## src/design/rsh_pkg.sv

```systemverilog
// ----------------------------------------------------------------------------
// rsh_pkg
// Shared constants for the ray versus sphere hit test.
// ----------------------------------------------------------------------------
`default_nettype none

package rsh_pkg;

  localparam int COORD_WIDTH_DEFAULT = 32;
  localparam int FRAC_BITS_DEFAULT   = 16;
  localparam int RADIUS_WIDTH        = 24;
  localparam int DELTA_WIDTH         = 16;
  localparam int QUEUE_DEPTH         = 4;
  localparam int CFG_INDEX_WIDTH     = 3;

  localparam logic [RADIUS_WIDTH-1:0] RADIUS_RESET = 24'd65536;
  localparam logic [DELTA_WIDTH-1:0]  DELTA_RESET  = 16'd16;

  localparam logic [CFG_INDEX_WIDTH-1:0] REG_CENTER_X = 3'd0;
  localparam logic [CFG_INDEX_WIDTH-1:0] REG_CENTER_Y = 3'd1;
  localparam logic [CFG_INDEX_WIDTH-1:0] REG_CENTER_Z = 3'd2;
  localparam logic [CFG_INDEX_WIDTH-1:0] REG_RADIUS   = 3'd3;
  localparam logic [CFG_INDEX_WIDTH-1:0] REG_DELTA    = 3'd4;

endpackage

`default_nettype wire

```

## src/design/rsh_back.sv

```systemverilog
// ----------------------------------------------------------------------------
// rsh_back
// Back pipeline: discriminant and root test in split multiplies.
// ----------------------------------------------------------------------------
`default_nettype none

module rsh_back #(
  parameter int F   = rsh_pkg::FRAC_BITS_DEFAULT,
  parameter int BW  = 2,
  parameter int CCW = 2
) (
  input  wire                             clk,
  input  wire                             rst,
  input  wire                             in_valid,
  input  wire  signed [BW-1:0]            b,
  input  wire  signed [CCW-1:0]           c,
  input  wire  [rsh_pkg::DELTA_WIDTH-1:0] near_zero_delta,
  output logic                            done,
  output logic                            hit
);

  localparam int DLW  = rsh_pkg::DELTA_WIDTH + F;
  localparam int KW   = ((BW > DLW + 2) ? BW : DLW + 2) + 1;
  localparam int H    = (KW + 1) / 2;
  localparam int CSW  = CCW + 2 + 2 * F;
  localparam int DSW  = ((4 * H > CSW) ? 4 * H : CSW) + 2;

  logic v1, v2, v3;
  logic [DLW:0] tol_t;
  logic signed [KW-1:0] k;
  logic [2*H-1:0] bmag, kmag;
  logic signed [CSW-1:0] cs1, cs2;
  logic kpos1, kpos2;
  logic [2*H-1:0] bll, blh, bhh, kll, klh, khh;
  logic signed [DSW-1:0] disc;
  logic [4*H-1:0] kk;
  logic kpos3;

  always_comb begin
    tol_t = {1'b0, near_zero_delta, {F{1'b0}}};
    if (near_zero_delta == '0) begin
      tol_t = (DLW + 1)'(1);
    end
    k = (KW'(tol_t) <<< 1) + KW'(b);
  end

  always_ff @(posedge clk) begin
    if (rst) begin
      v1 <= 1'b0;
      v2 <= 1'b0;
      v3 <= 1'b0;
      done <= 1'b0;
    end else begin
      v1 <= in_valid;
      v2 <= v1;
      v3 <= v2;
      done <= v3;
    end
  end

  always_ff @(posedge clk) begin
    bmag  <= (b < 0) ? (2*H)'(-(KW'(b))) : (2*H)'(KW'(b));
    kmag  <= (2*H)'(k);
    kpos1 <= (k > 0);
    cs1   <= CSW'(c) <<< (2 + 2 * F);
    bll   <= (2*H)'(bmag[H-1:0]) * (2*H)'(bmag[H-1:0]);
    blh   <= (2*H)'(bmag[H-1:0]) * (2*H)'(bmag[2*H-1:H]);
    bhh   <= (2*H)'(bmag[2*H-1:H]) * (2*H)'(bmag[2*H-1:H]);
    kll   <= (2*H)'(kmag[H-1:0]) * (2*H)'(kmag[H-1:0]);
    klh   <= (2*H)'(kmag[H-1:0]) * (2*H)'(kmag[2*H-1:H]);
    khh   <= (2*H)'(kmag[2*H-1:H]) * (2*H)'(kmag[2*H-1:H]);
    kpos2 <= kpos1;
    cs2   <= cs1;
    disc  <= $signed(DSW'(((4*H)'(bhh) << (2 * H)) + ((4*H)'(blh) << (H + 1))
             + (4*H)'(bll))) - DSW'(cs2);
    kk    <= ((4*H)'(khh) << (2 * H)) + ((4*H)'(klh) << (H + 1)) + (4*H)'(kll);
    kpos3 <= kpos2;
    hit   <= (disc >= 0) && (!kpos3 || disc >= $signed(DSW'(kk)));
  end

endmodule

`default_nettype wire

```

## config.mk

```make
export PLATFORM = sky130hd
export DESIGN_NAME = rsh_back
export DESIGN_NICKNAME = d
export VERILOG_FILES = /design/src/design/rsh_pkg.sv /design/src/design/rsh_back.sv
export SDC_FILE = /design/constraint.sdc
export NUM_CORES = 2
export LEC_CHECK = 0
export BUFFER_PORTS_ARGS = -buffer_cell sky130_fd_sc_hd__buf_2
export CORE_MARGIN = 3
export CORE_UTILIZATION = 60
export DETAILED_ROUTE_END_ITERATION = 7
export PLACE_DENSITY = 0.84
export SYNTH_ARGS = -nofsm -noshare
export SYNTH_HDL_FRONTEND = slang
export SYNTH_SLANG_ARGS = --single-unit
```

## constraint.sdc

```tcl
create_clock -name clk -period 40 [get_ports clk]
set_clock_uncertainty 0.15 [all_clocks]
set_input_delay 8 -clock clk [delete_from_list [all_inputs] [get_ports clk]]
set_output_delay 8 -clock clk [all_outputs]
set_load 0.005 [all_outputs]
```

* Word-level counts from Yosys, hierarchy flattened *
Cells that the tools add are included.

word-level totals
  flip-flop bits (word level) = 445
  input bits = 23
  output and inout port bits = 2
  word-level logic and storage cells = 43

operators by class
  add/subtract/negate cells = 7
  $mul = 6
  magnitude comparators = 4
  multiplexer cells = 2
  reductions and logical operators = 4

operators with widths
  operator                                              number
  multiplier 18 x 18 -> 36 bit                          6
  adder 73 x 36 -> 74 bit                               1
  >= comparator 74 x 1 -> 1 bit, second input constant  1
  >= comparator 74 x 73 -> 1 bit                        1
  subtractor 74 x 36 -> 74 bit                          1
  adder 72 x 55 -> 73 bit                               1
  adder 72 x 36 -> 72 bit                               1
  adder 72 x 55 -> 72 bit                               1
  two-way mux 36 bit                                    1
  negator 2 -> 36 bit                                   1
  adder 34 x 2 -> 35 bit                                1
  > comparator 35 x 1 -> 1 bit, second input constant   1
  two-way mux 32 bit                                    1
  logical NOT 16 bit                                    1
  < comparator 2 x 1 -> 1 bit, second input constant    1
  logical AND 1 bit                                     1
  logical NOT 1 bit                                     1
  logical OR 1 bit                                      1

* Depth between registers and ports, before layout *
  depth in word-level cells = 4
  mapped depth = 29
  mapped depth without buffers = 28

* Least setup slack after synthesis *
OpenSTA, ideal clock, no wires.

  path type = register -> register
  start point = register, netlist name bmag[34]
  end point = register bll[35]
  setup time = 0.123 ns
  data arrival time = 15.815 ns
  data required time = 39.727 ns
  path slack = 23.911 ns
  stages on the path, launching flop included = 28
  buffers on the path = 2
  clock period less this slack = 16.089 ns
  path through = dfxtp_1 > clkbuf_1 > buf_1 > inv_1 > ha_1 > inv_1 > ha_1 > inv_1 > fa_1 > fa_1 > inv_1 > fa_1 > inv_1 > fa_1 > inv_1 > fa_1 > inv_1 > ha_1 > o21a_1 > o21a_1 > o221a_2 > o31ai_1 > a211oi_1 > a211oi_1 > o21bai_1 > a21oi_1 > o21ai_1 > xor2_1

RTL lines
  element                 RTL line        RTL
  end signal: assignment  rsh_back.sv:66  bll <= (2*H)'(bmag[H-1:0]) * (2*H)'(bmag[H-1:0]);
  end: declaration        rsh_back.sv:34  logic [2*H-1:0] bll, blh, bhh, kll, klh, khh;

* Worst setup path in the final report *
  start point = input b[1]
  end point = register kpos1

on the way
  cells in the longest elaborated chain, start to end = 2

ends and longest elaborated chain
  element                       RTL line        RTL
  start: declaration            rsh_back.sv:15  input wire signed [BW-1:0] b,
  adder 34 x 2 -> 35 bit        rsh_back.sv:44  k = (KW'(tol_t) <<< 1) + KW'(b);
  via k[31]                     rsh_back.sv:30  logic signed [KW-1:0] k;
  > comparator 35 x 1 -> 1 bit  rsh_back.sv:64  kpos1 <= (k > 0);
  end signal: assignment        rsh_back.sv:64
  end: declaration              rsh_back.sv:33  logic kpos1, kpos2;

The timed path passes the listed nets, and every way through them passes these cells.
A chain may end at the register's enable or synchronous reset.

==> impl_metrics.json <==
{
  "drv_slew": 0,
  "grt_pass1_vias": 42900,
  "firstDrtPassIters": 7,
  "ys_ff_latch": 387,
  "final_common_cell": "inv_1",
  "avgSynthCellArea_sq_um": 9.45,
  "max_stage_delay_ns": 0.56,
  "die_w_um": 314,
  "synthSimpleGateAreaFrac_pct": 7.86,
  "drtIter0Drc": 2494,
  "cts_tree": "built",
  "outcome": "finished, final reports clean",
  "period_share_pct": 27.2,
  "io-pin-count": 25,
  "core_area_sq_um": 93700,
  "crit_path_start": "b[1]",
  "antenna_found_initial": 0,
  "antenna_left": 0,
  "ys.flop_type": "dfxtp_1",
  "rrSetupSlack_ns": 31.07,
  "dpl.hpwl_um": 103000,
  "r2r_cells": 29,
  "cts-htree-levels": 2,
  "start_util_pct": 60.9,
  "cp_common_cell": "a21o_1",
  "slew_headroom_pct": 26.2,
  "ys_seq_area_share_pct": 13.6,
  "synth_xor_area_share_pct": 4.91,
  "drt_wl_total_um": 126000,
  "dr_wl_met2_um": 61400,
  "end_kind": "flop",
  "overflow": 0,
  "grt.total_usage_pct": 26.6,
  "path_cells": "buf_2 -> ha_1 -> a21o_1 -> a21o_1 -> a21oi_1 -> nor2_1 -> o2111ai_1 -> o211ai_1 -> xor2_1 -> or4_1 -> nor4_1 -> nor4b_2 -> a31oi_1",
  "crit_arrival_ns": 11.21,
  "port_buffers": 24,
  "r2r_start": "bmag[34]",
  "seq_area_sq_um": 7760,
  "drt-met1-wl_um": 53000,
  "antenna_cells": 0,
  "setup_viol_count_final": 0,
  "drive_gt1_share_pct": 3.28,
  "synth_cells": 6034,
  "rsz0062_at_grt": "false",
  "hold_viol": 0,
  "tightest_slew_ns": 1.11,
  "clockBufferDepth": 3,
  "nFillCells": 7224,
  "nNetsFinal": 7869,
  "crit_path_max_fanout": 29,
  "met3_length_um": 7680,
  "cts.sinks": 387,
  "syn2layout_area_growth_pct": 5.35,
  "synth_area_sq_um": 57000,
  "dieArea_sq_um": 98800,
  "period_minus_slack_ns": 10.89,
  "setup.worst_path.end": "kpos1",
  "final_cell_mix": "1,626 x inv_1, 941 x fa_1, 866 x ha_1, 384 x dfxtp_1, 293 x a21oi_1",
  "ys_warn_count": 0,
  "insertion_delay_ns": 0.60,
  "timing.max_cap.violations": 0,
  "clk_pin_slew_ns": 0.06,
  "path_class": "in2reg",
  "vias": 39400,
  "drc": 0,
  "synth_edf_count": 0,
  "via_per_inst": 5.37,
  "clock.fmax_mhz": 91.8,
  "critPathLaunchType": "primary input",
  "dieHeight_um": 314,
  "root_buffer": "clkbuf_16",
  "wire_per_inst_um": 17.2,
  "synth_mux_area_share_pct": 0.0197,
  "grt_max_degree": 62,
  "reg2reg_to": "blh[35]",
  "postCtsSetupRepairBufs": 0,
  "multiInputGateArea_sq_um": 42800,
  "post_cts_resized": 0,
  "row_count": 112,
  "synth-adder-area-share_pct": 52.0,
  "synth_compound_area_share_pct": 10.1,
  "globalplace.congestion": 0.958,
  "min_path_type": "reg2reg",
  "numCtsBuffers": 43,
  "synth_top_family_by_area": "adder cells",
  "setup-tns-final_ns": 0,
  "postCtsHoldBufs": 0,
  "yosysUniqueCellTypes": 87,
  "top_layer": "met4",
  "cp.required_ns": 40.32,
  "grt_pass1_wl_um": 213000,
  "async_flop_share_pct": 0,
  "cp_slowest_cell": "or4_1",
  "utilization_pct": 64.1
}
routing by layer:
layer	GRT usage [%]	vias up
met2	45.6	1076
met1	35.0	19400
met5	0	-
li1	-	18600
met4	7.53	0
met3	4.35	257
synth_stat cells (all sizes together), types with 60 or more instances:
library cell  count  area [sq um]
a21o            164          1230
a21oi           295          1480
and2            117           732
clkbuf          106           398
dfxtp           387          7750
fa              941         18800
ha              866         10800
inv            1628          6110
nand2           264           993
nand3            60           300
nor2            147           552
o21ai           151           756
xnor2           216          1890
xor2            104           911
cell type report:
cell class                 instances  area share, %
inverter                        1628           10.2
sequential                       387           12.9
tap                             1254           2.61
clock inverter                    26          0.479
clock buffer                      52           1.98
multi-input combinational       3920           71.2
timing repair buffer              59          0.637
sequential cells by signal, summed over array words and instances (netlist names), 2 cells and up:
register  flops
bhh          35
blh          36
bll          34
bmag          2
cs1           2
cs2           2
disc         72
khh          35
kk           70
klh          36
kll          34
kmag         21
how the worst min path moves through the flow:
stage	startpoint	endpoint	slack, ns	cells after the start
after floorplan	cs1[34]	cs2[34]	0.16	0
after global placement	kll[2]	kk[2]	0.16	0
after detailed placement	kll[3]	kk[3]	0.16	0
after CTS	kll[14]	kk[14]	0.18	0
after global routing	kll[14]	kk[14]	0.18	0
final	kll[14]	kk[14]	0.17	0
metrics by stage:
step	cells	hold WS (ns)	area [sq um]	setup slack (ns)
CTS	7326	0.176	60100	28.96
global placement	7248	0.161	58600	28.26
finish	7326	0.173	60100	29.11
floorplan	6053	0.160	57100	23.91
detailed placement	7248	0.164	58600	28.34
global route	7326	0.181	60100	28.70
worst max-delay path, delay by kind of cell:
kind / cells / cell delay [ns]
AO/OA/AOI/OAI: 6 / 1.06
buffers and inverters: 1 / 0.46
adder cells (fa/ha/maj): 1 / 0.42
XOR/XNOR: 1 / 0.19
AND/OR/NAND/NOR: 4 / 1.08
logic make-up (layout without fill, tap and decap cells):
logic type / after synthesis / after routing
buffers and inverters: 1746 / 1765
other: 2 / 21
AND/OR/NAND/NOR: 884 / 884
XOR/XNOR: 320 / 320
AO/OA/AOI/OAI: 887 / 887
multiplexers: 1 / 1
adder cells (fa/ha/maj): 1807 / 1807
flip-flops: 387 / 387
Power is not shown: default switching activity piles up to over one toggle a cycle in this logic, so the estimate is an artifact.
