[src/design/rsh_pkg.sv]
// ----------------------------------------------------------------------------
// rsh_pkg
// Shared constants for the ray versus sphere hit test.
// ----------------------------------------------------------------------------
`default_nettype none

package rsh_pkg;

  localparam int COORD_WIDTH_DEFAULT = 32;
  localparam int FRAC_BITS_DEFAULT   = 16;
  localparam int RADIUS_WIDTH        = 24;
  localparam int DELTA_WIDTH         = 16;
  localparam int QUEUE_DEPTH         = 4;
  localparam int CFG_INDEX_WIDTH     = 3;

  localparam logic [RADIUS_WIDTH-1:0] RADIUS_RESET = 24'd65536;
  localparam logic [DELTA_WIDTH-1:0]  DELTA_RESET  = 16'd16;

  localparam logic [CFG_INDEX_WIDTH-1:0] REG_CENTER_X = 3'd0;
  localparam logic [CFG_INDEX_WIDTH-1:0] REG_CENTER_Y = 3'd1;
  localparam logic [CFG_INDEX_WIDTH-1:0] REG_CENTER_Z = 3'd2;
  localparam logic [CFG_INDEX_WIDTH-1:0] REG_RADIUS   = 3'd3;
  localparam logic [CFG_INDEX_WIDTH-1:0] REG_DELTA    = 3'd4;

endpackage

`default_nettype wire

[src/design/rsh_front.sv]
// ----------------------------------------------------------------------------
// rsh_front
// Front pipeline: offsets from the centre, dot products, snapped B and C.
// ----------------------------------------------------------------------------
`default_nettype none

module rsh_front #(
  parameter int CW  = rsh_pkg::COORD_WIDTH_DEFAULT,
  parameter int F   = rsh_pkg::FRAC_BITS_DEFAULT,
  parameter int BW  = 2,
  parameter int CCW = 2
) (
  input  wire                              clk,
  input  wire                              rst,
  input  wire                              en,
  input  wire                              in_valid,
  input  wire  signed [CW-1:0]             start_x,
  input  wire  signed [CW-1:0]             start_y,
  input  wire  signed [CW-1:0]             start_z,
  input  wire  signed [F+1:0]              dir_x,
  input  wire  signed [F+1:0]              dir_y,
  input  wire  signed [F+1:0]              dir_z,
  input  wire  signed [CW-1:0]             center_x,
  input  wire  signed [CW-1:0]             center_y,
  input  wire  signed [CW-1:0]             center_z,
  input  wire  [rsh_pkg::RADIUS_WIDTH-1:0] radius,
  input  wire  [rsh_pkg::DELTA_WIDTH-1:0]  near_zero_delta,
  output logic                             out_valid,
  output logic signed [BW-1:0]             out_b,
  output logic signed [CCW-1:0]            out_c
);

  localparam int DW  = F + 2;
  localparam int EW  = CW + 1;
  localparam int PW  = DW + EW;
  localparam int RW  = rsh_pkg::RADIUS_WIDTH;
  localparam int DLW = rsh_pkg::DELTA_WIDTH + F;
  localparam int SW  = ((BW > CCW) ? BW : CCW) + DLW + 2;

  logic v1, v2, v3;
  logic signed [EW-1:0] ex, ey, ez;
  logic signed [DW-1:0] dx, dy, dz;
  logic signed [PW-1:0] px, py, pz;
  logic signed [2*EW-1:0] qx, qy, qz;
  logic [2*RW-1:0] rr;
  logic signed [BW-1:0] b_raw;
  logic signed [CCW-1:0] c_raw;
  logic signed [BW-1:0] b_sum;
  logic signed [CCW-1:0] c_sum;
  logic signed [SW-1:0] tol_p, tol_n, b_w, c_w;

  always_comb begin
    b_sum = BW'(px) + BW'(py) + BW'(pz);
    c_sum = CCW'(qx) + CCW'(qy) + CCW'(qz) - $signed(CCW'(rr));
    tol_p = $signed(SW'({near_zero_delta, {F{1'b0}}}));
    tol_n = -tol_p;
    b_w   = SW'(b_raw);
    c_w   = SW'(c_raw);
  end

  always_ff @(posedge clk) begin
    if (rst) begin
      v1 <= 1'b0;
      v2 <= 1'b0;
      v3 <= 1'b0;
      out_valid <= 1'b0;
    end else if (en) begin
      v1 <= in_valid;
      v2 <= v1;
      v3 <= v2;
      out_valid <= v3;
    end
  end

  always_ff @(posedge clk) begin
    if (en) begin
      ex <= EW'(start_x) - EW'(center_x);
      ey <= EW'(start_y) - EW'(center_y);
      ez <= EW'(start_z) - EW'(center_z);
      dx <= dir_x;
      dy <= dir_y;
      dz <= dir_z;
      px <= PW'(dx) * PW'(ex);
      py <= PW'(dy) * PW'(ey);
      pz <= PW'(dz) * PW'(ez);
      qx <= (2*EW)'(ex) * (2*EW)'(ex);
      qy <= (2*EW)'(ey) * (2*EW)'(ey);
      qz <= (2*EW)'(ez) * (2*EW)'(ez);
      rr <= (2*RW)'(radius) * (2*RW)'(radius);
      b_raw <= b_sum <<< 1;
      c_raw <= c_sum;
      out_b <= (b_w < tol_p && b_w > tol_n) ? '0 : b_raw;
      out_c <= (c_w < tol_p && c_w > tol_n) ? '0 : c_raw;
    end
  end

endmodule

`default_nettype wire

[config.mk]
export PLATFORM = sky130hd
export DESIGN_NAME = rsh_front
export DESIGN_NICKNAME = d
export VERILOG_FILES = /design/src/design/rsh_pkg.sv /design/src/design/rsh_front.sv
export SDC_FILE = /design/constraint.sdc
export NUM_CORES = 1
export LEC_CHECK = 0
export ABC_AREA = 0
export BUFFER_PORTS_ARGS = -buffer_cell sky130_fd_sc_hd__buf_2
export CORE_AREA = 5 5 113 115
export CTS_CLUSTER_DIAMETER = 30
export DETAILED_ROUTE_END_ITERATION = 10
export DIE_AREA = 0 0 118 120
export GPL_TIMING_DRIVEN = 0
export PLACE_DENSITY = 0.66
export SLEW_MARGIN = 40
export SYNTH_ARGS = -nofsm -noshare
export SYNTH_HDL_FRONTEND = slang
export SYNTH_SLANG_ARGS = --single-unit
[constraint.sdc]
create_clock -name clk -period 3.7 [get_ports clk]
set_clock_uncertainty 0.15 [all_clocks]
set_input_delay 0.37 -clock clk [delete_from_list [all_inputs] [get_ports clk]]
set_output_delay 0.37 -clock clk [all_outputs]
set_load 0.01 [all_outputs]
# Word level (Yosys, flattened, before mapping)
# Cells that the tools add are included.
[totals]
register_bits = 174
inputBits = 290
output_inout_bits = 5
word_cells = 43
[op_classes]
n_addsub = 9
multipliers = 7
magnitude_cmp = 4
n_reduce_logical = 2
[op_table]
columns = ["operator", "n"]
rows = [
  ["multiplier 18 x 33 -> 1 bit", 3],
  ["multiplier 33 x 33 -> 2 bit", 3],
  ["subtractor 32 x 32 -> 33 bit", 3],
  ["> comparator 2 x 36 -> 1 bit", 2],
  ["less-than comparator 2 x 33 -> 1 bit", 2],
  ["negation 32 -> 36 bit", 1],
  ["multiplier 24 x 24 -> 2 bit", 1],
  ["adder 2 bit", 2],
  ["adder 1 bit", 2],
  ["logical AND 1 bit", 2],
  ["subtractor 2 bit", 1],
]

# Logic depth before layout (Yosys ltp)
[depth]
word_depth = 3
ltp_mapped = 13
depth_no_buf = 13

# Least setup slack after synthesis
# OpenSTA, ideal clock, no wires.
[synth_timing]
kind = "input-to-reg"
start = "input near_zero_delta[0] in the netlist's numbering"
end = "register out_c[0] (data pin)"
setup_ns = 0.146
arrival_time_ns = 2.894
t_required_ns = 3.404
slack_ns = 0.510
stages = 11
n_path_buf = 0
path_cell_list = "inv_1 > ha_1 > or4b_4 > nor4_1 > xnor2_1 > ha_1 > a211oi_1 > o31ai_1 > o31a_1 > o32a_1 > a21boi_1"
[synth_via]
elab_chain_cells = 3
elab_cells_between_ends = 4
classes_between = "add/sub: 1; order compare: 2; reduce/logical: 1"
[synth_rtl]
columns = ["element", "line_no", "rtl"]
rows = [
  ["start, declared", "rsh_front.sv:27", "input wire [rsh_pkg::DELTA_WIDTH-1:0] near_zero_delta,"],
  ["negation 32 -> 36 bit", "rsh_front.sv:56", "tol_n = -tol_p;"],
  ["> comparator 2 x 36 -> 1 bit", "rsh_front.sv:93", "out_c <= (c_w < tol_p && c_w > tol_n) ? '0 : c_raw;"],
  ["logical AND 1 bit *", "rsh_front.sv:93", ""],
  ["end signal, assigned", "rsh_front.sv:93", ""],
  ["end, declared", "rsh_front.sv:30", "output logic signed [CCW-1:0] out_c"],
]
# Every way passes the cells marked *; elsewhere a longest branch is shown, timed or not.
# A chain may end at the register's enable or synchronous reset.

# Final worst setup path
# Same ends and word-level chain as after synthesis.

==> out/summary.md <==
The setup check on the worst reg-to-reg path leaves a slack of 0.56 ns. The count of input and output buffers came out at 32. The primary flip-flop cell chosen by synthesis mapping is edfxtp_1.

For the number of antenna violations at the first check in global routing, the log shows 0. The worst setup path is launched from an input port. The area share of the leading cell type in the synthesized netlist was 0.253.

Of all nets on the critical path, the largest fanout is 5. The relative contribution of combinational cells to total power was 0.392. CTS saw 26 sinks.

Summing all placed instances gives a cell area of 0.00298 mm2. The cell type of the slowest stage on the worst timing path is or4b_4. The run gives 4 as the number of detailed-route iterations in the first pass. The placement row count came out at 40. The clock network fraction of design power was 0.226; the maximum number of pins on one net before global-route repair was 24. Required time reported for the critical path endpoint: 3.65 ns. Number of global-route vias before repair: 2,209. The power consumption was 0.00101 W. Buffer cell driving the clock tree root: clkbuf_16.

The tools report the synthesized area as 0.00261 mm2. The most frequent cell on the critical path was ha_1. Measured along the y axis, the die boundary spans 120 um. The proportion of layout cells with a drive suffix above 1 works out to 0.170. In this run the mean area of a mapped cell was 9.52 um2.

Relative max-transition margin: 0.577. The worst path needs 3.45 ns of the cycle, external delays included. The worst setup path is of the in -> reg kind. HPWL after detailed placement: 4710 um. The maximum single-stage delay on the critical path came out at 0.53 ns. After detailed routing, the number of remaining DRC violations is 0. Share of the clock period used by the worst path after layout: 0.933. Leaving out fill and tap cells, the most frequent cell in the layout is ha_1.

The run gives 0 as the number of warnings printed during yosys synthesis. The worst hold slack was 0.137 ns; the sequential element share of the synthesized area was 0.284. The worst hold-check path type was in -> reg.

The first global-routing pass estimated 9790 um of wire. With fillers left out, the area of the finished cells amounts to 0.00310 mm2. In the final routed layout, each cell accounts on average for 12.1 um. For the post-layout net count, the log shows 657. The signal on the critical path passes through buf_2 -> inv_1 -> ha_1 -> or4b_4 -> nor4_1 -> xnor2_1 -> ha_1 -> a211oi_1 -> o31ai_1 -> o31a_1 -> o32a_1 -> a21boi_1. The floorplan step defined a die boundary enclosing 0.0142 mm2. Clock-pin slew was measured on the worst setup and hold paths at 0.06 ns. Part of the power in registers: 0.382.

The share of flip-flops with an asynchronous set or reset is 0. Setup repair after global routing left no endpoint under its margin. For the starting density of the core, the log shows 0.223.

For the maximum vdd ir drop, the log shows 0.000225 V. The distinct cell type count after synthesis is 58, and the number of synthesized register bits is 26. In this run the horizontal extent of the chip is 118 um. The final number of setup-violating endpoints is 0. The analysis attributes to net switching a power of 0.000327 W. Power spread over the standard cell area amounts to 326 mW/mm2.

Once detail routing completed, the nets flagged for antenna violations numbered 0. The analysis attributes to cell leakage a power of 1.34 nW. By area the synthesized netlist is led by edfxtp_1, ha_1, xnor2_1, inv_1, dfxtp_1.

Using the TritonRoute via totals, the vias-per-cell ratio works out to 4.63. For the pin with the worst max-slew slack, the measured transition is 0.635 ns. The data arrival time of the critical path is 3.40 ns. The number of hold buffers added after CTS is 0, and the final weighted congestion in routability-driven placement is 0.926. The flow ran to the end, and the final reports show no timing, DRC or antenna violations. The synthesis-to-finish area growth is 18.8%. In this run the deepest clock path goes through 2 buffers. Derived from the worst setup path, the maximum achievable clock frequency is 0.290 GHz. The logs give 0.0793 for the combined global-route utilization of all metal layers and 3 for the CTS buffer count. The run gives 1 as the H-tree level count.

Summing over every cut layer, the via total after detailed routing is 2,152. For the total of max-cap violations, the log shows 0. The first routing iteration left 87 violations. The synthesized design spends more area on one cell type than any other, namely edfxtp_1. Global routing finished with a remaining overflow of 0.

The number of ports placed on the die boundary was 295; the gate count of the mapped netlist was 274. In the layout the commonest cells are ha_1, buf_2, inv_1. Internal power contribution: 0.000682 W.

The switching part of the total is 0.324, and the wire length after detailed routing is 5620 um. TritonCTS built the clock tree. The later pin in the worst-skew pair is clocked with a latency of 0.25 ns.

For the placeable core region, the log shows 0.0117 mm2. Critical path endpoint category: a flop. Counting flops with a built-in enable in the synthesized netlist gives 22. The count of final hold-check violations is 0. The number of pins exceeding their max-slew limit in the final report came out at 0.
[worst paths after layout]
kind | startpoint | endpoint | cells after the start
max | near_zero_delta[0] | out_c[0] | 12
min reg2reg | ez[0] | qz[0] | 0
max reg2reg | c_raw[1] | out_c[0] | 9
min | dir_y[0] | dy[0] | 1
[Yosys cell counts, drive strengths merged (2+ instances only)]
cell and number:
mux2i 5, inv 29, dfxtp 4, nor2b 4, xnor2 15, a2bb2oi 2
a21oi 12, o211a 2, or4 2, nand4 4, nor4b 2, a31oi 5
nand2 12, a21boi 2, clkbuf 4, a211oi 4, o21ai 10, a211o 2
edfxtp 22, o311ai 3, or2 2, o21a 5, nand3 10, nor4 5
ha 48, o211ai 4, nor2 20, o31ai 2, buf 2, and2 3
nor3 7, a2111oi 2
[critical path, delay by kind of cell]
kind            cells  cell delay [ns]
compound gates      5             1.20
simple gates        2             0.78
fa+ha+maj           2             0.57
buf+inv             2             0.24
xor+xnor            1             0.22
[flip-flops by register name, summed over array words and instances, names as in the netlist, 2 cells and up]
name,count
c_raw,2
out_c,2
qx,2
qy,2
qz,2
[cell type report]
cell class,count,area [um2]
tap,147,184
antenna,1,2.50
timing repair buffer,36,198
sequential,26,741
multi-input combinational,216,1740
buffer,6,43.8
clock buffer,3,75.1
clock inverter,1,3.75
fill,1260,8610
inverter,29,109
[routing by layer]
metal	routed length, um	vias to the layer above	track usage
met5	0	-	0
met3	377	5	0.0151
met2	2680	58	0.139
li1	-	1108	-
met4	51	0	0.0143
met1	2510	981	0.102
[repair_timing]
action,4_1_cts,5_1_grt
gates resized for setup,0,2
setup endpoints to repair,0,3
setup buffers,0,3
endpoints found under the hold margin,0,0
[metrics by stage]
step           setup TNS (ns)  instances  setup slack, ns  utilization
4_1_cts                     0        461           0.0428        0.261
3_3_place_gp          -0.0587        456          -0.0587        0.253
5_1_grt                     0        464           0.0715        0.264
2_1_floorplan               0        277            0.510            -
3_5_place_dp           -0.322        457           -0.189        0.254
6_report                    0        465            0.249        0.265
[power groups by stage]
stage / combinational, W / sequential (W) / clock [W]
after global routing: 0.000460 / 0.000392 / 0.000250
after detailed placement: 0.000393 / 0.000392 / 0
after floorplan: 0.000268 / 0.000395 / 0
after global placement: 0.000352 / 0.000400 / 0
after CTS: 0.000396 / 0.000386 / 0.000236
final: 0.000396 / 0.000385 / 0.000228
[cell families (layout without fill, tap and decap cells)]
| kind of cell | count (synthesis) | in the layout | synth area share |
|---|---|---|---|
| XOR/XNOR | 16 | 16 | 0.0537 |
| AND/OR/NAND/NOR | 77 | 77 | 0.165 |
| flip-flops | 26 | 26 | 0.284 |
| AO/OA/AOI/OAI | 65 | 65 | 0.180 |
| other | 1 | 5 | 0.00144 |
| adder cells (fa/ha/maj) | 49 | 49 | 0.238 |
| multiplexers | 5 | 5 | 0.0192 |
| buffers and inverters | 35 | 75 | 0.0585 |
(Power assumes the default switching activity.)
