--- config.mk ---
export PLATFORM = sky130hd
export DESIGN_NAME = rsh_queue
export DESIGN_NICKNAME = d
export VERILOG_FILES = /design/src/design/rsh_pkg.sv /design/src/design/rsh_queue.sv
export SDC_FILE = /design/constraint.sdc
export NUM_CORES = 1
export LEC_CHECK = 0
export ABC_AREA = 1
export BUFFER_PORTS_ARGS = -buffer_cell sky130_fd_sc_hd__clkbuf_2
export CAP_MARGIN = 0
export CELL_PAD_IN_SITES_DETAIL_PLACEMENT = 0
export CELL_PAD_IN_SITES_GLOBAL_PLACEMENT = 2
export CORE_UTILIZATION = 35
export CTS_CLUSTER_DIAMETER = 120
export DETAILED_ROUTE_END_ITERATION = 10
export PLACE_DENSITY = 0.81
export SLEW_MARGIN = 10
export SYNTH_ARGS = -nofsm -noshare
export SYNTH_HDL_FRONTEND = slang
export SYNTH_SLANG_ARGS = --single-unit
--- constraint.sdc ---
create_clock -name clk -period 2.3 [get_ports clk]
set_input_delay 0 -clock clk [delete_from_list [all_inputs] [get_ports clk]]
set_output_delay 0 -clock clk [all_outputs]
set_load 0.03 [all_outputs]
--- src/design/rsh_pkg.sv ---
// ----------------------------------------------------------------------------
// rsh_pkg
// Shared constants for the ray versus sphere hit test.
// ----------------------------------------------------------------------------
`default_nettype none

package rsh_pkg;

  localparam int COORD_WIDTH_DEFAULT = 32;
  localparam int FRAC_BITS_DEFAULT   = 16;
  localparam int RADIUS_WIDTH        = 24;
  localparam int DELTA_WIDTH         = 16;
  localparam int QUEUE_DEPTH         = 4;
  localparam int CFG_INDEX_WIDTH     = 3;

  localparam logic [RADIUS_WIDTH-1:0] RADIUS_RESET = 24'd65536;
  localparam logic [DELTA_WIDTH-1:0]  DELTA_RESET  = 16'd16;

  localparam logic [CFG_INDEX_WIDTH-1:0] REG_CENTER_X = 3'd0;
  localparam logic [CFG_INDEX_WIDTH-1:0] REG_CENTER_Y = 3'd1;
  localparam logic [CFG_INDEX_WIDTH-1:0] REG_CENTER_Z = 3'd2;
  localparam logic [CFG_INDEX_WIDTH-1:0] REG_RADIUS   = 3'd3;
  localparam logic [CFG_INDEX_WIDTH-1:0] REG_DELTA    = 3'd4;

endpackage

`default_nettype wire

--- src/design/rsh_queue.sv ---
// ----------------------------------------------------------------------------
// rsh_queue
// Short request queue between the front and back pipelines.
// ----------------------------------------------------------------------------
`default_nettype none

module rsh_queue #(
  parameter int WIDTH = 8,
  parameter int DEPTH = rsh_pkg::QUEUE_DEPTH
) (
  input  wire              clk,
  input  wire              rst,
  input  wire              push,
  input  wire  [WIDTH-1:0] din,
  output logic             full,
  output logic             pop,
  output logic [WIDTH-1:0] dout
);

  localparam int AW = (DEPTH > 1) ? $clog2(DEPTH) : 1;
  localparam int NW = $clog2(DEPTH + 1);

  logic [WIDTH-1:0] mem [DEPTH];
  logic [AW-1:0] wp, rp;
  logic [NW-1:0] count;
  logic do_push;

  always_comb begin
    full    = (count == NW'(DEPTH));
    pop     = (count != '0);
    do_push = push && !full;
    dout    = mem[rp];
  end

  always_ff @(posedge clk) begin
    if (do_push) begin
      mem[wp] <= din;
    end
  end

  always_ff @(posedge clk) begin
    if (rst) begin
      wp <= '0;
      rp <= '0;
      count <= '0;
    end else begin
      if (do_push) begin
        wp <= (wp == AW'(DEPTH - 1)) ? '0 : wp + 1'b1;
      end
      if (pop) begin
        rp <= (rp == AW'(DEPTH - 1)) ? '0 : rp + 1'b1;
      end
      count <= count + NW'(do_push) - NW'(pop);
    end
  end

endmodule

`default_nettype wire

# After elaboration in Yosys (flattened, before gate mapping)
# Memories as Yosys holds them, arrays and structs flattened. A register that Yosys moved wholly into a read port is not among the register bits.
# Index checks and enable logic that the tools add are counted.
dict set report word_totals {
  ff_bits 7
  rom_bits 0
  mem_bits_rw 32
  mem_count 1
  wordCells 20
  latchBits 0
}
dict set report op_classes {
  div_mod_pow 0
  eq_ne 3
  shift 0
  reduce_logical 3
  order_cmp 0
  mul 0
  add_sub_neg 4
  bitwise 0
  muxes 6
}
# memory depth word_bits rd rd_clocked_by_memory_dff write_ports line
set mem_list {}
lappend mem_list {mem 4 8 1 1 1 rsh_queue.sv:23} ;# logic [WIDTH-1:0] mem [DEPTH];
# operator count
set op_table {}
lappend op_table {{$mux 2} 4}
lappend op_table {{$add 2x1->2 const B} 2}
lappend op_table {{$eq 2x2->1 const B} 2}
lappend op_table {{$add 3x1->3} 1}
lappend op_table {{$eq 3x3->1 const B} 1}
lappend op_table {{$reduce_bool 3->1} 1}
lappend op_table {{$sub 3x1->3} 1}
lappend op_table {{$mux 1} 2}
lappend op_table {{$logic_and 1x1->1} 1}
lappend op_table {{$logic_not 1->1} 1}

# Longest topological paths before layout
# Gate-level depths: netlist of the first run.
dict set report depth {
  word_depth 5
  mapped_depth 11
  ltp_nobuf 11
}

# Worst setup path after synthesis of the first run
# OpenSTA, ideal clock, no wires.
dict set report synth_timing {
  path_kind {reg2reg}
  from {register count[1]}
  to {register count[2]}
  setup_slack_ps 374
  required_time_ps 2187
  t_arrival_ps 1813
  path_buffers 0
  path_stages_with_launch 10
  cell_sequence {dfxtp_1 -> nor2_1 -> nand2_1 -> ha_1 -> inv_1 -> ha_1 -> inv_1 -> fa_1 -> nor2_1 -> nor2_1}
}
dict set report synth_via {
  word_cells_on_any_way 6
}
# element line
set synth_rtl {}
lappend synth_rtl {{from (decl)} rsh_queue.sv:25} ;# logic [NW-1:0] count;
lappend synth_rtl {{from (signal assigned)} rsh_queue.sv:53} ;# count <= count + NW'(do_push) - NW'(pop);
lappend synth_rtl {{$reduce_bool 3->1} rsh_queue.sv:30} ;# pop = (count != '0);
lappend synth_rtl {{via pop} rsh_queue.sv:16} ;# output logic pop,
lappend synth_rtl {{$sub 3x1->3} rsh_queue.sv:53}
# The timed path passes the listed nets, and every way through them passes these cells.
# A chain may end at the register's enable or synchronous reset.

# Worst setup path in the final report of the first run
dict set report layout_timing {
  from {register count[1]}
  to {register count[2]}
}
dict set report layout_via {
  elab_chain_cells 5
  word_cells_on_any_way 6
}
# element line
set layout_lines {}
lappend layout_lines {{$eq 3x3->1} rsh_queue.sv:29} ;# full = (count == NW'(DEPTH));
lappend layout_lines {{$logic_not 1->1} rsh_queue.sv:31} ;# do_push = push && !full;
lappend layout_lines {{$logic_and 1x1->1} rsh_queue.sv:31}
lappend layout_lines {{$add 3x1->3} rsh_queue.sv:53}
lappend layout_lines {{$sub 3x1->3 *} rsh_queue.sv:53}
# Every way passes the cells marked *; elsewhere a longest branch is shown, timed or not.

==> results.json, run 1 <==
{
  "status": "complete, no violations",
  "die_area_mm2": 0.00503,
  "arrival_ps": 2080,
  "powerDensity_mw_per_mm2": 1210,
  "vias_per_cell": 4.76,
  "htreeDepth": 2,
  "grt_pass1_wl_mm": 4.95,
  "endpoint_kind": "flop",
  "finClkSkew_ps": 4.69,
  "wl_per_cell_um": 13.1,
  "grt_overflow": 0,
  "track_usage": 0.134,
  "slew_violations": 0,
  "drtPass1Iterations": 6,
  "syn-cell-area_mm2": 0.00166,
  "clkTransAtPathRegs_ps": 80,
  "rows": 24,
  "synth_cell_types": 18,
  "clk_latency_ps": 290,
  "io_pins": 21,
  "placed_cell_area_mm2": 0.00184,
  "synth-warning-count": 0,
  "finalHoldViolCount": 0,
  "cts_tree": "done",
  "die_w_um": 71.0,
  "worstSetupPathType": "flop to flop",
  "multi_input_area_um2": 444,
  "tns_ps": 0,
  "cts_setup_buffers": 0,
  "ir_drop_mv": 0.650,
  "cts_buffers": 5,
  "area_growth_pct": 23.8,
  "antenna_found_initial": 0,
  "drtAntennaViolNets": 0,
  "antenna_cells": 0,
  "synth_nets": 156,
  "yosysTopAreaCell": "edfxtp_1",
  "clock.fmax_mhz": 529,
  "cts-root-buf": "clkbuf_8",
  "dp_hpwl_mm": 2.04,
  "vias": 1095,
  "syn_area_per_cell_um2": 12.1,
  "final-seq-area_mm2": 0.00114,
  "gp_congestion": 0.623,
  "drv_cap": 0,
  "core_area_mm2": 0.00447,
  "grt_pass1_vias": 1083,
  "drtIter0Drc": 81,
  "portBuffers": 20,
  "period_needed_ps": 1890,
  "max-slew-margin-rel": 0.769,
  "cts_buffer_depth": 2,
  "rsz0062_at_grt": "false",
  "drive_gt1_frac": 0.225,
  "synth_area_leaders": "edfxtp_1, dfxtp_1, nor2_1, ha_1, o21ai_0",
  "ys_seq_area_frac": 0.686,
  "finalCritPeriodShare": 0.821,
  "grt_max_degree": 17,
  "synth-seq-cells": 41,
  "final_cell_mix": "nor2_1, edfxtp_1, clkbuf_2",
  "hp-class": "primary input to flop",
  "nets": 196,
  "setup_viol_count_final": 0,
  "cp-start-kind": "flop",
  "synth.top_cell.area_share": 0.577,
  "routed_wl_mm": 3.00,
  "p_leak_nw": 0.829,
  "worst-path-max-fanout": 7,
  "required_ps": 2490,
  "die_h_um": 71.0,
  "synthCells": 137,
  "start_util": 0.372,
  "drc": 0,
  "cts.sinks": 41,
  "fill_cells": 425,
  "worstMarginPinSlew_ps": 347,
  "final_area_mm2": 0.00206
}
## path summary, 6_finish.rpt
| kind | start | end | slack, ps | cells past startpoint |
|---|---|---|---|---|
| min reg2reg | wp[1] | wp[1] | 550 | 2 |
| min | rst | count[1] | 420 | 3 |
| max | count[1] | count[2] | 410 | 10 |
| max reg2reg | count[1] | count[2] | 410 | 10 |
## kinds of logic after synthesis
logic type / share of synthesized area
buffers and inverters: 0.0474
adder cells (fa/ha/maj): 0.0647
AO/OA/AOI/OAI: 0.0917
flip-flops: 0.686
XOR/XNOR: 0.00526
AND/OR/NAND/NOR: 0.105
## registers in the layout, summed over array words and instances (netlist names), named ones only
name and count:
mem 32, count 3, rp 2, wp 2
## per-stage QoR
stage,power [mW],worst slack (ps),instances,utilization,hold WS (ps)
finish,2.50,411,230,0.460,421
global route,2.69,215,230,0.460,435
CTS,2.54,385,230,0.460,411
detailed placement,1.97,400,212,0.412,195
global placement,1.93,488,212,0.412,195
floorplan,1.71,374,137,-,66.7
## power breakdown
group	internal [mW]	total (mW)	switching, mW
sequential	0.926	1.01	0.0886
clock	0.309	0.555	0.246
combinational	0.302	0.931	0.629
total	1.54	2.50	0.963
## critical path, cell delays in order, from the launching register on
cell and delay, ps:
dfxtp_1 350, nor2_1 170, nand2_2 100, nand2_2 140
ha_1 240, inv_1 50, ha_1 130, inv_1 40
fa_1 380, nor2_1 120, nor2_1 50
## metal layers
layer	vias to the layer above	share of wire	wire, um	global-route usage
met5	-	0	0	0
met2	27	0.50	1510	0.226
met4	0	0.0090	27	0.0400
met3	4	0.049	148	0.0527
met1	513	0.44	1320	0.157
li1	551	-	-	-
## what timing repair did
action,CTS,global route
resized for setup,0,0
endpoints found under the hold margin,35,0
endpoints found under the setup margin,0,0
hold buffers,10,0
## synth_stat cells
library cell and count:
a21oi_1 1, nand2_1 6, o22ai_1 8, ha_1 7, fa_1 1, edfxtp_1 32
inv_1 14, o21ai_2 2, nor2_2 2, inv_2 1, buf_6 2, xor2_1 1
nand3b_1 1, o21ai_0 14, nor2_1 32, o21ai_1 2, nand2_2 2, dfxtp_1 9
## layout make-up
| cell class | count | area share |
|---|---|---|
| Clock buffer | 7 | 0.0522 |
| Clock inverter | 1 | 0.00365 |
| Inverter | 15 | 0.0273 |
| Multi-Input combinational cell | 79 | 0.216 |
| Sequential cell | 41 | 0.554 |
| Tap cell | 52 | 0.0316 |
| Timing Repair Buffer | 35 | 0.115 |
Power figures use the tool's default switching activity.
==> run 2, diff against run 1 <==
==> constraint.sdc (replaced) <==
create_clock -name clk -period 1.9 [get_ports clk]
set_input_delay 0 -clock clk [delete_from_list [all_inputs] [get_ports clk]]
set_output_delay 0 -clock clk [all_outputs]
set_load 0.03 [all_outputs]
==> run 2 against run 1 <==
Against the previous run:
- the flow now finishes with violations (DRC)
- clock power is 3.6% lower
- register-to-register slack worse by 270 ps
- via count is 1.6% lower
- maximum frequency is 7.5% higher
- total power is 17% higher
- die area stayed put
- worst setup slack worse by 270 ps
- sequential cell count stayed put
- count of clock-buffer cells in the layout is 1 lower
- routed wire length is 2.3% lower
- sequential share of layout area is 0.76 points higher
- critical endpoint unchanged
- largest cell class unchanged
==> results.json, run 2 (synthesis gave the netlist of run 1 again) <==
{
  "htreeDepth": 2,
  "worstSetupPathType": "flop to flop",
  "start_util": 0.372,
  "dp_hpwl_mm": 2.00,
  "max-slew-margin-rel": 0.763,
  "p_leak_nw": 0.821,
  "vias_per_cell": 4.69,
  "place_ws_ps": 36.3,
  "required_ps": 2080,
  "tns_ps": 0,
  "grt_max_degree": 17,
  "rows": 24,
  "worst-path-max-fanout": 4,
  "slew_violations": 0,
  "cts.sinks": 41,
  "io_pins": 21,
  "layout_commonest_cell": "edfxtp_1",
  "die_area_mm2": 0.00503,
  "finClkSkew_ps": 3.59,
  "period_needed_ps": 1760,
  "violations": "DRC",
  "worstMarginPinSlew_ps": 355,
  "vias": 1078,
  "regMostFlops": "mem",
  "arrival_ps": 1940,
  "die_w_um": 71.0,
  "grt_pass1_wl_mm": 5.07,
  "track_usage": 0.132,
  "clk_latency_ps": 280,
  "clock.fmax_mhz": 569,
  "cts-root-buf": "clkbuf_8",
  "rsz0062_at_grt": "false",
  "drc": 1,
  "grt_pass1_vias": 1073,
  "cts_buffer_depth": 2,
  "largest_reg_flops": 32,
  "cp-start-kind": "flop",
  "final-seq-area_mm2": 0.00114,
  "drive_gt1_frac": 0.242,
  "antenna_cells": 0,
  "antenna_found_initial": 0,
  "finalHoldViolCount": 0,
  "core_area_mm2": 0.00447,
  "cts_setup_buffers": 0,
  "setup_viol_count_final": 0,
  "nets": 196,
  "largestRegisters": "mem: 32 flops, count: 3 flops",
  "ir_drop_mv": 0.673,
  "gp_congestion": 0.662,
  "drtPass1Iterations": 7,
  "drtIter0Drc": 75,
  "final_cell_mix": "edfxtp_1, nor2_1, clkbuf_2",
  "cts_buffers": 5,
  "multi_input_area_um2": 454,
  "hp-class": "primary input to flop",
  "routed_wl_mm": 2.94,
  "drtAntennaViolNets": 0,
  "portBuffers": 20,
  "fill_cells": 420,
  "die_h_um": 71.0,
  "grt_overflow": 0,
  "status": "complete, but fails checks",
  "finalCritPeriodShare": 0.925,
  "powerDensity_mw_per_mm2": 1430,
  "cts_tree": "done",
  "wl_per_cell_um": 12.8,
  "layout_setup_ws_ps": 143,
  "area_growth_pct": 22.5,
  "endpoint_kind": "flop",
  "clkTransAtPathRegs_ps": 70,
  "drv_cap": 0
}
-- run 2: cell count changes in the layout (fill, tap and decap cells not counted) --
cell,previous run,this run
dlygate4sd3_1,10,9
dfxtp_1,9,8
clkbuf_1,0,1
dfxtp_4,0,1
clkbuf_8,6,5
nor2_1,32,31
buf_4,5,6
clkinvlp_4,1,0
nand2_2,2,3
clkinv_2,0,2
nor2_4,0,1
nand2_1,6,5
clkbuf_16,1,0
-- run 2: worst paths after layout --
kind             from        to  slack, ps  cells past startpoint
max          count[1]  count[2]        140                     10
max reg2reg  count[1]  count[2]        140                     10
min reg2reg     wp[1]     wp[1]        540                      2
min              push     wp[1]         10                      3
-- run 2: worst max-delay path, cell delays in order (launching register included) --
cell	delay (ps)
dfxtp_4	370
nor2_4	120
nand2_2	80
nand2_2	80
ha_1	220
inv_1	60
ha_1	140
inv_1	50
fa_1	370
nor2_1	120
nor2_1	50
-- run 2: final cells by class --
cell class,instances,area share
sequential,41,0.562
multi-input combinational,79,0.223
timing repair buffer,35,0.115
clock buffer,6,0.0356
tap,52,0.0319
inverter,15,0.0276
clock inverter,2,0.00491
-- run 2: timing repair --
item	4_1_cts	5_1_grt
gates resized for setup	0	4
setup endpoints to repair	0	2
endpoints found under the hold margin	34	0
hold buffers	9	0
-- run 2: per-layer routing --
layer  up-vias  wire, um  GRT usage
li1        552         -          -
met1       508      1350      0.157
met2        16      1480      0.232
met3         2        98     0.0413
met4         0         6     0.0333
met5         -         0          0
-- run 2: where the power goes --
group | switching, mW | internal, mW | total [mW] | leakage (nW)
clock | 0.280 | 0.255 | 0.535 | 0.0450
sequential | 0.117 | 1.13 | 1.24 | 0.368
combinational | 0.760 | 0.379 | 1.14 | 0.408
total | 1.16 | 1.76 | 2.92 | 0.821
-- run 2: stage by stage --
step	hold WS [ps]	cell area, um2	utilization	instances	power (mW)
global placement	192	1850	0.414	213	2.35
floorplan	66.7	1670	-	137	2.08
global route	35.0	2040	0.456	230	3.13
finish	9.92	2040	0.456	230	2.92
CTS	1.04	2030	0.453	230	2.93
detailed placement	193	1850	0.414	213	2.39
